File: config.mk
export PLATFORM = sky130hd
export DESIGN_NAME = lif_neuron_update_unit_flat
export DESIGN_NICKNAME = d
export VERILOG_FILES = /design/src/rtl/lif_pkg.sv /design/src/rtl/lif_in_if.sv /design/src/rtl/lif_out_if.sv /design/src/rtl/lif_mem.sv /design/src/rtl/lif_calc.sv /design/src/rtl/lif_neuron_update_unit.sv /design/src/flat_wrapper.sv
export SDC_FILE = /design/constraint.sdc
export NUM_CORES = 2
export LEC_CHECK = 0
export BUFFER_PORTS_ARGS = -buffer_cell sky130_fd_sc_hd__buf_2
export CORE_UTILIZATION = 57
export CTS_CLUSTER_DIAMETER = 150
export DETAILED_ROUTE_END_ITERATION = 10
export PLACE_DENSITY = 0.75
export SLEW_MARGIN = 20
export SYNTH_ARGS = -nofsm -noshare
export SYNTH_HDL_FRONTEND = slang
export SYNTH_SLANG_ARGS = --single-unit
File: constraint.sdc
create_clock -name clk -period 19.5 [get_ports clk]
set_clock_uncertainty 0.05 [all_clocks]
set_input_delay 1.95 -clock clk [delete_from_list [all_inputs] [get_ports clk]]
set_output_delay 1.95 -clock clk [all_outputs]
set_load 0.05 [all_outputs]
File: src/rtl/lif_pkg.sv
// Shared constants, types and saturation helper for the LIF neuron update unit.
package lif_pkg;

    localparam int NEURONS_DEF = 256;
    localparam int IDX_W       = 8;
    localparam int POT_W       = 16;
    localparam int SHIFT_W     = 4;
    localparam int RSUB_W      = 15;
    localparam int CFG_IDX_W   = 2;
    localparam int CFG_DATA_W  = 16;

    localparam logic signed [POT_W-1:0] POT_MIN = 16'sh8000;
    localparam logic signed [POT_W-1:0] POT_MAX = 16'sh7FFF;

    // register indexes on the configuration port
    localparam logic [CFG_IDX_W-1:0] REG_THRESHOLD      = 2'd0;
    localparam logic [CFG_IDX_W-1:0] REG_DECAY_SHIFT    = 2'd1;
    localparam logic [CFG_IDX_W-1:0] REG_RESET_SUBTRACT = 2'd2;

    localparam logic signed [POT_W-1:0] THRESHOLD_RST      = 16'sd16384;
    localparam logic [SHIFT_W-1:0]      DECAY_SHIFT_RST    = 4'd1;
    localparam logic [RSUB_W-1:0]       RESET_SUBTRACT_RST = 15'd16384;

    typedef struct packed {
        logic signed [POT_W-1:0] threshold;
        logic [SHIFT_W-1:0]      decay_shift;
        logic [RSUB_W-1:0]       reset_subtract;
    } cfg_t;

    // clamp a 17-bit signed value into int16
    function automatic logic signed [POT_W-1:0] sat16(input logic signed [POT_W:0] v);
        logic signed [POT_W-1:0] r;
        if (v < 17'sh1_8000)
        begin
            r = POT_MIN;
        end
        else if (v > 17'sh0_7FFF)
        begin
            r = POT_MAX;
        end
        else
        begin
            r = v[POT_W-1:0];
        end
        return r;
    endfunction

endpackage

File: src/rtl/lif_in_if.sv
// Input channel: neuron index and synaptic current with valid/ready.
interface lif_in_if;
    logic                                valid;
    logic                                ready;
    logic [lif_pkg::IDX_W-1:0]           neuron_index;
    logic signed [lif_pkg::POT_W-1:0]    input_current;

    modport source (output valid, output neuron_index, output input_current, input ready);
    modport sink   (input valid, input neuron_index, input input_current, output ready);
endinterface

File: src/rtl/lif_out_if.sv
// Output channel: spike flag, index, new potential and scaled current.
interface lif_out_if;
    logic                                valid;
    logic                                ready;
    logic                                spike;
    logic [lif_pkg::IDX_W-1:0]           out_index;
    logic signed [lif_pkg::POT_W-1:0]    new_potential;
    logic signed [lif_pkg::POT_W-1:0]    scaled_current;

    modport source (output valid, output spike, output out_index, output new_potential,
                    output scaled_current, input ready);
    modport sink   (input valid, input spike, input out_index, input new_potential,
                    input scaled_current, output ready);
endinterface

File: src/rtl/lif_mem.sv
// Membrane potential store: registered read data, per-entry valid bits cleared at reset.
module lif_mem #(
    parameter int DEPTH = lif_pkg::NEURONS_DEF,
    parameter int AW    = 8
) (
    input  logic                             clk,
    input  logic                             rst_n,
    input  logic                             re,
    input  logic [AW-1:0]                    raddr,
    output logic signed [lif_pkg::POT_W-1:0] rdata,
    input  logic                             we,
    input  logic [AW-1:0]                    waddr,
    input  logic signed [lif_pkg::POT_W-1:0] wdata
);

    logic signed [lif_pkg::POT_W-1:0] mem_reg [DEPTH];
    logic [DEPTH-1:0]                 vld_reg;
    logic signed [lif_pkg::POT_W-1:0] rd_data_reg;
    logic                             rd_vld_reg;

    always_ff @(posedge clk)
    begin
        if (we)
        begin
            mem_reg[waddr] <= wdata;
        end
        if (re)
        begin
            rd_data_reg <= mem_reg[raddr];
        end
    end

    always_ff @(posedge clk or negedge rst_n)
    begin
        if (!rst_n)
        begin
            vld_reg    <= '0;
            rd_vld_reg <= 1'b0;
        end
        else
        begin
            if (we)
            begin
                vld_reg[waddr] <= 1'b1;
            end
            if (re)
            begin
                rd_vld_reg <= vld_reg[raddr];
            end
        end
    end

    // never-written entries read as the reset value of zero
    assign rdata = rd_vld_reg ? rd_data_reg : '0;

endmodule

File: src/rtl/lif_calc.sv
// Neuron update datapath: threshold test, leak, spike reset and saturating integrate.
module lif_calc (
    input  lif_pkg::cfg_t                    cfg,
    input  logic signed [lif_pkg::POT_W-1:0] potential,
    input  logic signed [lif_pkg::POT_W-1:0] current,
    output logic                             spike,
    output logic signed [lif_pkg::POT_W-1:0] new_potential,
    output logic signed [lif_pkg::POT_W-1:0] scaled_current
);

    logic signed [lif_pkg::POT_W-1:0] leaked;
    logic signed [lif_pkg::POT_W:0]   reset_diff;
    logic signed [lif_pkg::POT_W-1:0] after_reset;
    logic signed [lif_pkg::POT_W:0]   doubled;
    logic signed [lif_pkg::POT_W:0]   total;

    always_comb
    begin
        spike       = potential > cfg.threshold;
        leaked      = potential >>> cfg.decay_shift;
        reset_diff  = {leaked[lif_pkg::POT_W-1], leaked}
                    - $signed({2'b00, cfg.reset_subtract});
        after_reset = spike ? lif_pkg::sat16(reset_diff) : leaked;
        doubled     = {current, 1'b0};
        scaled_current = lif_pkg::sat16(doubled);
        total       = {after_reset[lif_pkg::POT_W-1], after_reset}
                    + {scaled_current[lif_pkg::POT_W-1], scaled_current};
        new_potential = lif_pkg::sat16(total);
    end

endmodule

File: src/rtl/lif_neuron_update_unit.sv
// LIF neuron update unit: config registers, read-modify-write pipeline, output register.
// Flow: an accepted input is registered in stage 1 with its memory read, then computed and written back.
// Throughput: one transaction per cycle, set by one read and one write of the potential store each
// cycle unless stalled; back-to-back same-neuron transactions take the written value by forwarding.
// Reset: potentials read as zero (per-entry valid bits cleared), registers take their reset values,
// pipeline empties; no clearing pass, inputs are taken right after reset.
module lif_neuron_update_unit #(
    parameter int NEURONS = lif_pkg::NEURONS_DEF
) (
    input  logic                                  clk,
    input  logic                                  rst_n,
    input  logic                                  cfg_we,
    input  logic [lif_pkg::CFG_IDX_W-1:0]         cfg_index,
    input  logic [lif_pkg::CFG_DATA_W-1:0]        cfg_data,
    lif_in_if.sink                                in_ch,
    lif_out_if.source                             out_ch
);

    // only indexes an 8-bit field can reach need storage
    localparam int DEPTH = (NEURONS < (1 << lif_pkg::IDX_W)) ? NEURONS : (1 << lif_pkg::IDX_W);
    localparam int AW    = (DEPTH > 1) ? $clog2(DEPTH) : 1;
    localparam logic [16:0] NEURONS_W = 17'(NEURONS);

    lif_pkg::cfg_t cfg_reg;

    logic                             s1_valid_reg, s1_valid_next;
    logic [lif_pkg::IDX_W-1:0]        s1_index_reg;
    logic signed [lif_pkg::POT_W-1:0] s1_current_reg;
    logic                             s1_inside_reg;
    logic                             fwd_hit_reg;
    logic signed [lif_pkg::POT_W-1:0] fwd_data_reg;

    logic                             out_valid_reg, out_valid_next;
    logic                             out_spike_reg;
    logic [lif_pkg::IDX_W-1:0]        out_index_reg;
    logic signed [lif_pkg::POT_W-1:0] out_pot_reg;
    logic signed [lif_pkg::POT_W-1:0] out_scaled_reg;

    logic                             accept;
    logic                             in_inside;
    logic                             s1_adv;
    logic                             mem_we;
    logic                             fwd_hit_next;
    logic signed [lif_pkg::POT_W-1:0] rd_data;
    logic signed [lif_pkg::POT_W-1:0] s1_potential;
    logic                             calc_spike;
    logic signed [lif_pkg::POT_W-1:0] calc_pot;
    logic signed [lif_pkg::POT_W-1:0] calc_scaled;

    always_ff @(posedge clk or negedge rst_n)
    begin
        if (!rst_n)
        begin
            cfg_reg.threshold      <= lif_pkg::THRESHOLD_RST;
            cfg_reg.decay_shift    <= lif_pkg::DECAY_SHIFT_RST;
            cfg_reg.reset_subtract <= lif_pkg::RESET_SUBTRACT_RST;
        end
        else if (cfg_we)
        begin
            unique case (cfg_index)
                lif_pkg::REG_THRESHOLD:
                begin
                    cfg_reg.threshold <= $signed(cfg_data[lif_pkg::POT_W-1:0]);
                end
                lif_pkg::REG_DECAY_SHIFT:
                begin
                    cfg_reg.decay_shift <= cfg_data[lif_pkg::SHIFT_W-1:0];
                end
                lif_pkg::REG_RESET_SUBTRACT:
                begin
                    cfg_reg.reset_subtract <= cfg_data[lif_pkg::RSUB_W-1:0];
                end
                default:
                begin
                    cfg_reg <= cfg_reg;
                end
            endcase
        end
    end

    assign s1_adv       = s1_valid_reg && (!out_valid_reg || out_ch.ready);
    assign in_ch.ready  = !s1_valid_reg || s1_adv;
    assign accept       = in_ch.valid && in_ch.ready;
    assign in_inside    = {9'd0, in_ch.neuron_index} < NEURONS_W;
    assign mem_we       = s1_adv && s1_inside_reg;
    // the write leaving stage 1 lands on the same edge as the new read
    assign fwd_hit_next = mem_we && in_inside && (s1_index_reg == in_ch.neuron_index);

    assign s1_valid_next  = accept || (s1_valid_reg && !s1_adv);
    assign out_valid_next = s1_adv || (out_valid_reg && !out_ch.ready);

    always_ff @(posedge clk or negedge rst_n)
    begin
        if (!rst_n)
        begin
            s1_valid_reg  <= 1'b0;
            out_valid_reg <= 1'b0;
        end
        else
        begin
            s1_valid_reg  <= s1_valid_next;
            out_valid_reg <= out_valid_next;
        end
    end

    always_ff @(posedge clk)
    begin
        if (accept)
        begin
            s1_index_reg   <= in_ch.neuron_index;
            s1_current_reg <= in_ch.input_current;
            s1_inside_reg  <= in_inside;
            fwd_hit_reg    <= fwd_hit_next;
            fwd_data_reg   <= calc_pot;
        end
        if (s1_adv)
        begin
            out_spike_reg  <= calc_spike;
            out_index_reg  <= s1_index_reg;
            out_pot_reg    <= calc_pot;
            out_scaled_reg <= calc_scaled;
        end
    end

    lif_mem #(
        .DEPTH (DEPTH),
        .AW    (AW)
    ) u_mem (
        .clk   (clk),
        .rst_n (rst_n),
        .re    (accept && in_inside),
        .raddr (in_ch.neuron_index[AW-1:0]),
        .rdata (rd_data),
        .we    (mem_we),
        .waddr (s1_index_reg[AW-1:0]),
        .wdata (calc_pot)
    );

    always_comb
    begin
        priority if (!s1_inside_reg)
        begin
            s1_potential = '0;
        end
        else if (fwd_hit_reg)
        begin
            s1_potential = fwd_data_reg;
        end
        else
        begin
            s1_potential = rd_data;
        end
    end

    lif_calc u_calc (
        .cfg            (cfg_reg),
        .potential      (s1_potential),
        .current        (s1_current_reg),
        .spike          (calc_spike),
        .new_potential  (calc_pot),
        .scaled_current (calc_scaled)
    );

    assign out_ch.valid          = out_valid_reg;
    assign out_ch.spike          = out_spike_reg;
    assign out_ch.out_index      = out_index_reg;
    assign out_ch.new_potential  = out_pot_reg;
    assign out_ch.scaled_current = out_scaled_reg;

    a_ready_only_on_stall: assert property (@(posedge clk) disable iff (!rst_n)
        !in_ch.ready |-> (s1_valid_reg && out_valid_reg && !out_ch.ready))
        else $error("input stalled without a full pipeline");

    a_adv_loads_out: assert property (@(posedge clk) disable iff (!rst_n)
        s1_adv |=> out_valid_reg)
        else $error("stage 1 advanced but output register empty");

    a_write_needs_item: assert property (@(posedge clk) disable iff (!rst_n)
        mem_we |-> s1_valid_reg)
        else $error("store written without an item in stage 1");

    a_fwd_on_match: assert property (@(posedge clk) disable iff (!rst_n)
        (accept && fwd_hit_next) |=> (s1_valid_reg && fwd_hit_reg && s1_inside_reg))
        else $error("back-to-back same-neuron update missed forwarding");

    a_stall_holds_stage: assert property (@(posedge clk) disable iff (!rst_n)
        (s1_valid_reg && !s1_adv) |=> (s1_valid_reg && $stable(s1_index_reg)))
        else $error("stalled stage 1 item changed");

endmodule

File: src/flat_wrapper.sv
// flat-port wrapper written by rule: the top's interface ports become plain ports
module lif_neuron_update_unit_flat 
#(
    parameter int NEURONS = lif_pkg::NEURONS_DEF
)
  (clk, rst_n, cfg_we, cfg_index, cfg_data, in_ch_valid, in_ch_neuron_index, in_ch_input_current, in_ch_ready, out_ch_valid, out_ch_spike, out_ch_out_index, out_ch_new_potential, out_ch_scaled_current, out_ch_ready);
  lif_in_if in_ch_i ();
  lif_out_if out_ch_i ();
  input  logic clk;
  input  logic rst_n;
  input  logic cfg_we;
  input  logic [lif_pkg::CFG_IDX_W-1:0] cfg_index;
  input  logic [lif_pkg::CFG_DATA_W-1:0] cfg_data;
  input wire logic [$bits(in_ch_i.valid)-1:0] in_ch_valid;
  input wire logic [$bits(in_ch_i.neuron_index)-1:0] in_ch_neuron_index;
  input wire logic [$bits(in_ch_i.input_current)-1:0] in_ch_input_current;
  output wire logic [$bits(in_ch_i.ready)-1:0] in_ch_ready;
  output wire logic [$bits(out_ch_i.valid)-1:0] out_ch_valid;
  output wire logic [$bits(out_ch_i.spike)-1:0] out_ch_spike;
  output wire logic [$bits(out_ch_i.out_index)-1:0] out_ch_out_index;
  output wire logic [$bits(out_ch_i.new_potential)-1:0] out_ch_new_potential;
  output wire logic [$bits(out_ch_i.scaled_current)-1:0] out_ch_scaled_current;
  input wire logic [$bits(out_ch_i.ready)-1:0] out_ch_ready;
  assign in_ch_i.valid = in_ch_valid;
  assign in_ch_i.neuron_index = in_ch_neuron_index;
  assign in_ch_i.input_current = in_ch_input_current;
  assign in_ch_ready = in_ch_i.ready;
  assign out_ch_valid = out_ch_i.valid;
  assign out_ch_spike = out_ch_i.spike;
  assign out_ch_out_index = out_ch_i.out_index;
  assign out_ch_new_potential = out_ch_i.new_potential;
  assign out_ch_scaled_current = out_ch_i.scaled_current;
  assign out_ch_i.ready = out_ch_ready;
  lif_neuron_update_unit #(.NEURONS(NEURONS)) u_core (.clk(clk), .rst_n(rst_n), .cfg_we(cfg_we), .cfg_index(cfg_index), .cfg_data(cfg_data), .in_ch(in_ch_i), .out_ch(out_ch_i));
endmodule
Yosys cells after proc, flatten, opt, wreduce, memory -nomap -nowiden
Memory sizes are Yosys's and may differ from the RTL's. A register that Yosys moved wholly into a read port is not among the register bits.
Index checks and enable logic that the tools add are counted.
{ "totals": {"regBits": 376, "mem_bits_rw": 4096, "inputBits": 47, "out_inout_bits": 43, "elab_cells": 66, "n_memories": 1} }
{ "memory_table": {"columns": ["memory", "words", "word_bits", "read_ports", "rd_ports_with_merged_regs", "write_ports", "line", "rtl"], "rows": [
  ["u_core.u_mem.mem_reg", 256, 16, 1, 1, 1, "lif_mem.sv:16", "logic signed [lif_pkg::POT_W-1:0] mem_reg [DEPTH];"]
]} }
{ "op_classes": {"n_addsub": 2, "magnitude_cmp": 10, "n_eq_ne": 3, "n_shift": 1, "mux": 15, "n_bitwise": 1, "reduce_logical": 18} }
{ "ops": {"columns": ["operator", "n"], "rows": [
  ["$or 256x256->256", 1],
  ["$mux 16", 9],
  ["$gt 17x16->1 const B", 3],
  ["$lt 17x16->1 const B", 3],
  ["$lt 8x9->1 const B", 2],
  ["$add 16x16->17", 1],
  ["$sub 16x16->17", 1],
  ["$gt 16x16->1", 1],
  ["$sshr 16x4->16", 1],
  ["$bmux 1 s8", 1],
  ["$demux 1 s8", 1],
  ["$eq 8x8->1", 1],
  ["$ge 8x1->1 const B", 1],
  ["$logic_and 1x1->1", 6],
  ["$reduce_and 2->1", 3],
  ["$logic_not 1->1", 4],
  ["$logic_or 1x1->1", 4],
  ["$mux 1", 4],
  ["$eq 2x1->1 const B", 1],
  ["$eq 2x2->1 const B", 1],
  ["$logic_not 2->1", 1]
]} }

Logic depth before layout (Yosys ltp)
{ "depth": {"word_depth": 12, "mapped_depth": 31, "depth_no_buf": 27} }

By module
A second synthesis with hierarchy kept.
{ "hier_totals": {"hier_cells": 8128, "hier_area_um2": 173212.4} }
{ "by_module_without_submodules": {"columns": ["mod", "instances", "cells_each", "area_per_inst_um2", "seq_area_each_um2"], "rows": [
  ["lif_mem", 1, 7495, 165944.2, 129909.6],
  ["lif_neuron_update_unit", 1, 194, 4167.7, 3392.0],
  ["lif_calc", 1, 439, 3100.5, 0.0]
]} }

Worst setup path after synthesis
Ideal clock, no wire load.
{ "synth_path": {"path_kind": "register to register", "start": "reg u_core.cfg_reg[15] in the netlist's numbering", "end": "reg u_core.fwd_data_reg[6] in the netlist's numbering, data pin", "setup_ps": 2202, "arrival_time_ps": 16292, "slack_ps": 956, "path_stages_with_launch": 26, "n_path_buf": 2, "period_less_slack_ps": 18544, "path_cell_list": "dfstp_2 clkbuf_1 mux4_2 nor2b_1 a211oi_1 a21oi_1 ha_1 fa_1 nor2b_1 o31a_1 o221ai_1 o31ai_1 a21oi_1 a31oi_1 clkbuf_1 a22oi_1 mux2i_1 ha_1 a211oi_1 o21ai_0 a31oi_1 o21ai_1 a311oi_1 xnor2_1 nor2_1 o21ai_0"} }
{ "synth_between": {"elab_chain_len": 10, "elab_cells_between_ends": 12, "classes_between": "add/sub: 2; order compare: 4; shift: 1; mux: 5"} }
{ "synth_rtl": {"columns": ["element", "line", "rtl"], "rows": [
  ["from (decl)", "lif_neuron_update_unit.sv:24", "lif_pkg::cfg_t cfg_reg;"],
  ["from (signal assigned)", "lif_neuron_update_unit.sv:75", "cfg_reg <= cfg_reg;"],
  ["$sshr 16x4->16 (*)", "lif_calc.sv:20", "leaked = potential >>> cfg.decay_shift;"],
  ["$sub 16x16->17", "lif_calc.sv:22", "- $signed({2'b00, cfg.reset_subtract});"],
  ["$gt 17x16->1", "lif_pkg.sv:37", "else if (v > 17'sh0_7FFF)"],
  ["$mux 16", "lif_pkg.sv:37", null],
  ["$mux 16", "lif_pkg.sv:33", "if (v < 17'sh1_8000)"],
  ["$mux 16 (*)", "lif_calc.sv:23", "after_reset = spike ? lif_pkg::sat16(reset_diff) : leaked;"],
  ["$add 16x16->17 (*)", "lif_calc.sv:27", "+ {scaled_current[lif_pkg::POT_W-1], scaled_current};"],
  ["$gt 17x16->1", "lif_pkg.sv:37", null],
  ["$mux 16", "lif_pkg.sv:37", null],
  ["$mux 16 (*)", "lif_pkg.sv:33", null],
  ["via u_core.calc_pot (one bit)", "lif_neuron_update_unit.sv:47", "logic signed [lif_pkg::POT_W-1:0] calc_pot;"],
  ["to (signal assigned)", "lif_neuron_update_unit.sv:114", "fwd_data_reg <= calc_pot;"],
  ["to (decl)", "lif_neuron_update_unit.sv:31", "logic signed [lif_pkg::POT_W-1:0] fwd_data_reg;"]
]} }
The timed path passes the listed nets; every way through them passes the cells marked *.
A chain may end at the register's enable or synchronous reset.

Final worst setup path
{ "layout_path": {"start": "reg u_core.fwd_hit_reg", "end": "mem u_core.u_mem.mem_reg[13][1] in the netlist's numbering, data pin"} }
{ "layout_between": {"elab_chain_len": 11, "elab_cells_between_ends": 14, "classes_between": "add/sub: 2; order compare: 5; shift: 1; mux: 6"} }
{ "layout_rtl": {"columns": ["element", "line", "rtl"], "rows": [
  ["from (decl)", "lif_neuron_update_unit.sv:30", "logic fwd_hit_reg;"],
  ["from (signal assigned)", "lif_neuron_update_unit.sv:113", "fwd_hit_reg <= fwd_hit_next;"],
  ["$mux 16 (*)", "lif_neuron_update_unit.sv:145", "else if (fwd_hit_reg)"],
  ["$sshr 16x4->16", "lif_calc.sv:20", null],
  ["$sub 16x16->17", "lif_calc.sv:22", null],
  ["$gt 17x16->1", "lif_pkg.sv:37", null],
  ["$mux 16", "lif_pkg.sv:37", null],
  ["$mux 16", "lif_pkg.sv:33", null],
  ["$mux 16 (*)", "lif_calc.sv:23", null],
  ["$add 16x16->17 (*)", "lif_calc.sv:27", null],
  ["$gt 17x16->1", "lif_pkg.sv:37", null],
  ["$mux 16", "lif_pkg.sv:37", null],
  ["$mux 16 (*)", "lif_pkg.sv:33", null],
  ["via u_core.calc_pot (one bit)", "lif_neuron_update_unit.sv:47", null],
  ["to (decl)", "lif_mem.sv:16", null]
]} }
Marks and branches as above.

==> impl_metrics.tcl <==
set metrics [dict create \
    vdd.ir_drop.worst_v 0.0007755 \
    syn_nets 7659 \
    setup_slack_ps 8027 \
    layout-drive-gt1-share 0.3383 \
    cts_setup_buffers 0 \
    crit_buf_inv 2 \
    routed_wl_um 456000 \
    synthMuxAreaShare 0.1809 \
    antenna_found_initial 19 \
    grtUsageTotal 0.2972 \
    cp-end-kind "flip-flop" \
    cts.htree.levels 5 \
    hpwl_um 246100 \
    synth_top_family_by_area "multiplexers" \
    worstPathRequired_ps 20070 \
    synthTopCellsByCount "edfxtp_1, mux4_2, nor2_1, dfrtp_1, or2_2" \
    drt-initial-drc-count 13260 \
    synthAdderAreaFrac 0.003765 \
    synth_compound_area_frac 0.01438 \
    hold_violations 0 \
    tightestPinTransition_ps 1203 \
    firstDrtPassIters 8 \
    core_area_um2 303300 \
    dieArea_um2 307700 \
    die_h_um 554.8 \
    synth_top_area_share 0.7232 \
    syn_avg_cell_area_um2 22.98 \
    synth_xor_area_frac 0.002313 \
    synth_cell_types 70 \
    finalSetupViolCount 0 \
    ys.warnings.count 0 \
    overflow 0 \
    critPathMaxFanout 95 \
    synth_cells 7577 \
    cts_resized 0 \
    largest_register_ffs 4096 \
    p_leak_nw 63.33 \
    fin_area_um2 195400 \
    cts_sinks 4488 \
    fin_crit_ps 11470 \
    final.period_utilization 0.5884 \
    gp_congestion 0.8840 \
    rsz0062_at_grt "false" \
    synth-main-ff-cell "edfxtp_1" \
    clock_latency_ps 1000 \
    synth_edf_count 4194 \
    cp-start-kind "flip-flop" \
    ys_ff_latch 4488 \
    num-nets-final 8133 \
    grt_max_degree 259 \
    critPathTopFamily "compound AO/OA/AOI/OAI gates" \
    total_power_w 0.03999 \
    worst_path_max_delay_cell "nand2_1" \
    crit_type "flip-flop to flip-flop" \
    synth.largest_area_cell "edfxtp_1" \
    num_vias 86440 \
    numCtsBuffers 432 \
    dpl_worst_slack_ps 8254 \
    relSlewSlack 0.1978 \
    clk_path_buf_depth 4 \
    ys_seq_area_frac 0.7654 \
    hold_buffers 0 \
    cts_tree "yes" \
    synth.area.top_cells "edfxtp_1, mux4_2, dfrtp_1, or2_2, nor2_1" \
    drv_slew 0 \
    fin_tns_setup_ps 0 \
    drc 0 \
    cp.arrival_ps 12050 \
    viasPerCell 6.965 \
    grt_pass1_vias 87150 \
    clockRootBuffer "clkbuf_16" \
    placed_area_um2 181100 \
    maxCapViolCount 0 \
    status "completed" \
    grt_pass1_wl_um 643400 \
    start_util 0.5742 \
    max_stage_delay_ps 870 \
    rows 202 \
    die_w_um 554.8 \
    synth_async_sr_flop_share 0.06551 \
    fillers 18750 \
    portBuffers 89 \
    hold_path_class "flip-flop to flip-flop" \
    ioPinCount 90 \
    ant_nets 0 \
    power.density_nw_per_um2 204.7 \
    cts.clk_slew.worst_paths_ps 60 \
    critPathMostFrequentCell "nor2b_1" \
    max_freq_ghz 0.08716 \
    synth_most_common_cell "edfxtp_1" \
    wl_per_cell_um 36.75 \
    yosys.area_share.simple 0.02145 \
    area_growth_pct 12.20 \
    syn_area_um2 174200 \
]
-- power by group --
part           total (W)  switching [W]  internal [W]
Sequential        0.0204       0.000101        0.0203
Clock            0.00825        0.00365       0.00461
Combinational     0.0113        0.00980       0.00150
-- cell type report --
class                      instances  area, µm²  share of cell area
antenna                            6      15.01          0.00007684
clock buffer                     550      11570             0.05922
clock inverter                   260       2452             0.01255
inverter                          37      153.9           0.0007876
multi-input combinational       2646      39420              0.2017
sequential                      4488     133300              0.6822
tap                             3978       4977             0.02547
timing repair buffer             446       3508             0.01796
-- cell families (layout without fill, tap and decap cells) --
family,after synthesis,in the layout
compound gates,345,345
xor+xnor,46,46
fa+ha+maj,55,55
buf+inv,443,1293
flops,4488,4488
mux,1437,1437
other cells,0,6
simple gates,763,763
-- metrics by stage --
step	utilization	cells	hold WS, ps
5_1_grt	0.6442	12410	418.9
3_3_place_gp	0.5972	11590	394.2
4_1_cts	0.6434	12400	412.3
3_5_place_dp	0.5972	11590	397.7
2_1_floorplan	-	7577	374.4
6_report	0.6442	12410	411.3
-- layer usage --
layer  wire (µm)  track usage
met4       23370       0.1333
met3       51960      0.06194
met1      161700       0.4069
met2      218900       0.4681
met5          97            0
-- layout by cell type (no fill, tap or decap), types with 34 or more instances in the layout --
cell,netlist,final
clkbuf_1,204,89
buf_2,94,86
clkinv_1,1,107
clkinv_2,0,83
edfxtp_1,4194,4194
clkbuf_16,0,435
a22oi_1,89,89
o21ai_0,52,42
nor2_1,297,209
mux2_2,45,45
a22o_1,34,34
buf_4,30,329
nor2_4,0,45
nor2_2,0,43
dfrtp_1,291,291
or2_2,258,258
mux4_2,1362,1362
nand2_1,112,110
-- final timing paths --
| check | start | endpoint | slack, ps | cells past startpoint |
|---|---|---|---|---|
| worst max register to register | u_core.fwd_hit_reg | u_core.u_mem.mem_reg[13][1] | 8030 | 27 |
| worst min-delay path | u_core.u_mem.vld_reg[183] | u_core.u_mem.vld_reg[183] | 410 | 1 |
| min in group asynchronous | rst_n | u_core.cfg_reg[30] | 960 | 1 |
| max in group asynchronous | rst_n | u_core.u_mem.vld_reg[86] | 15300 | 4 |
| worst max-delay path | u_core.fwd_hit_reg | u_core.u_mem.mem_reg[13][1] | 8030 | 27 |
| worst min register to register | u_core.u_mem.vld_reg[183] | u_core.u_mem.vld_reg[183] | 410 | 1 |
(Power assumes the default switching activity.)
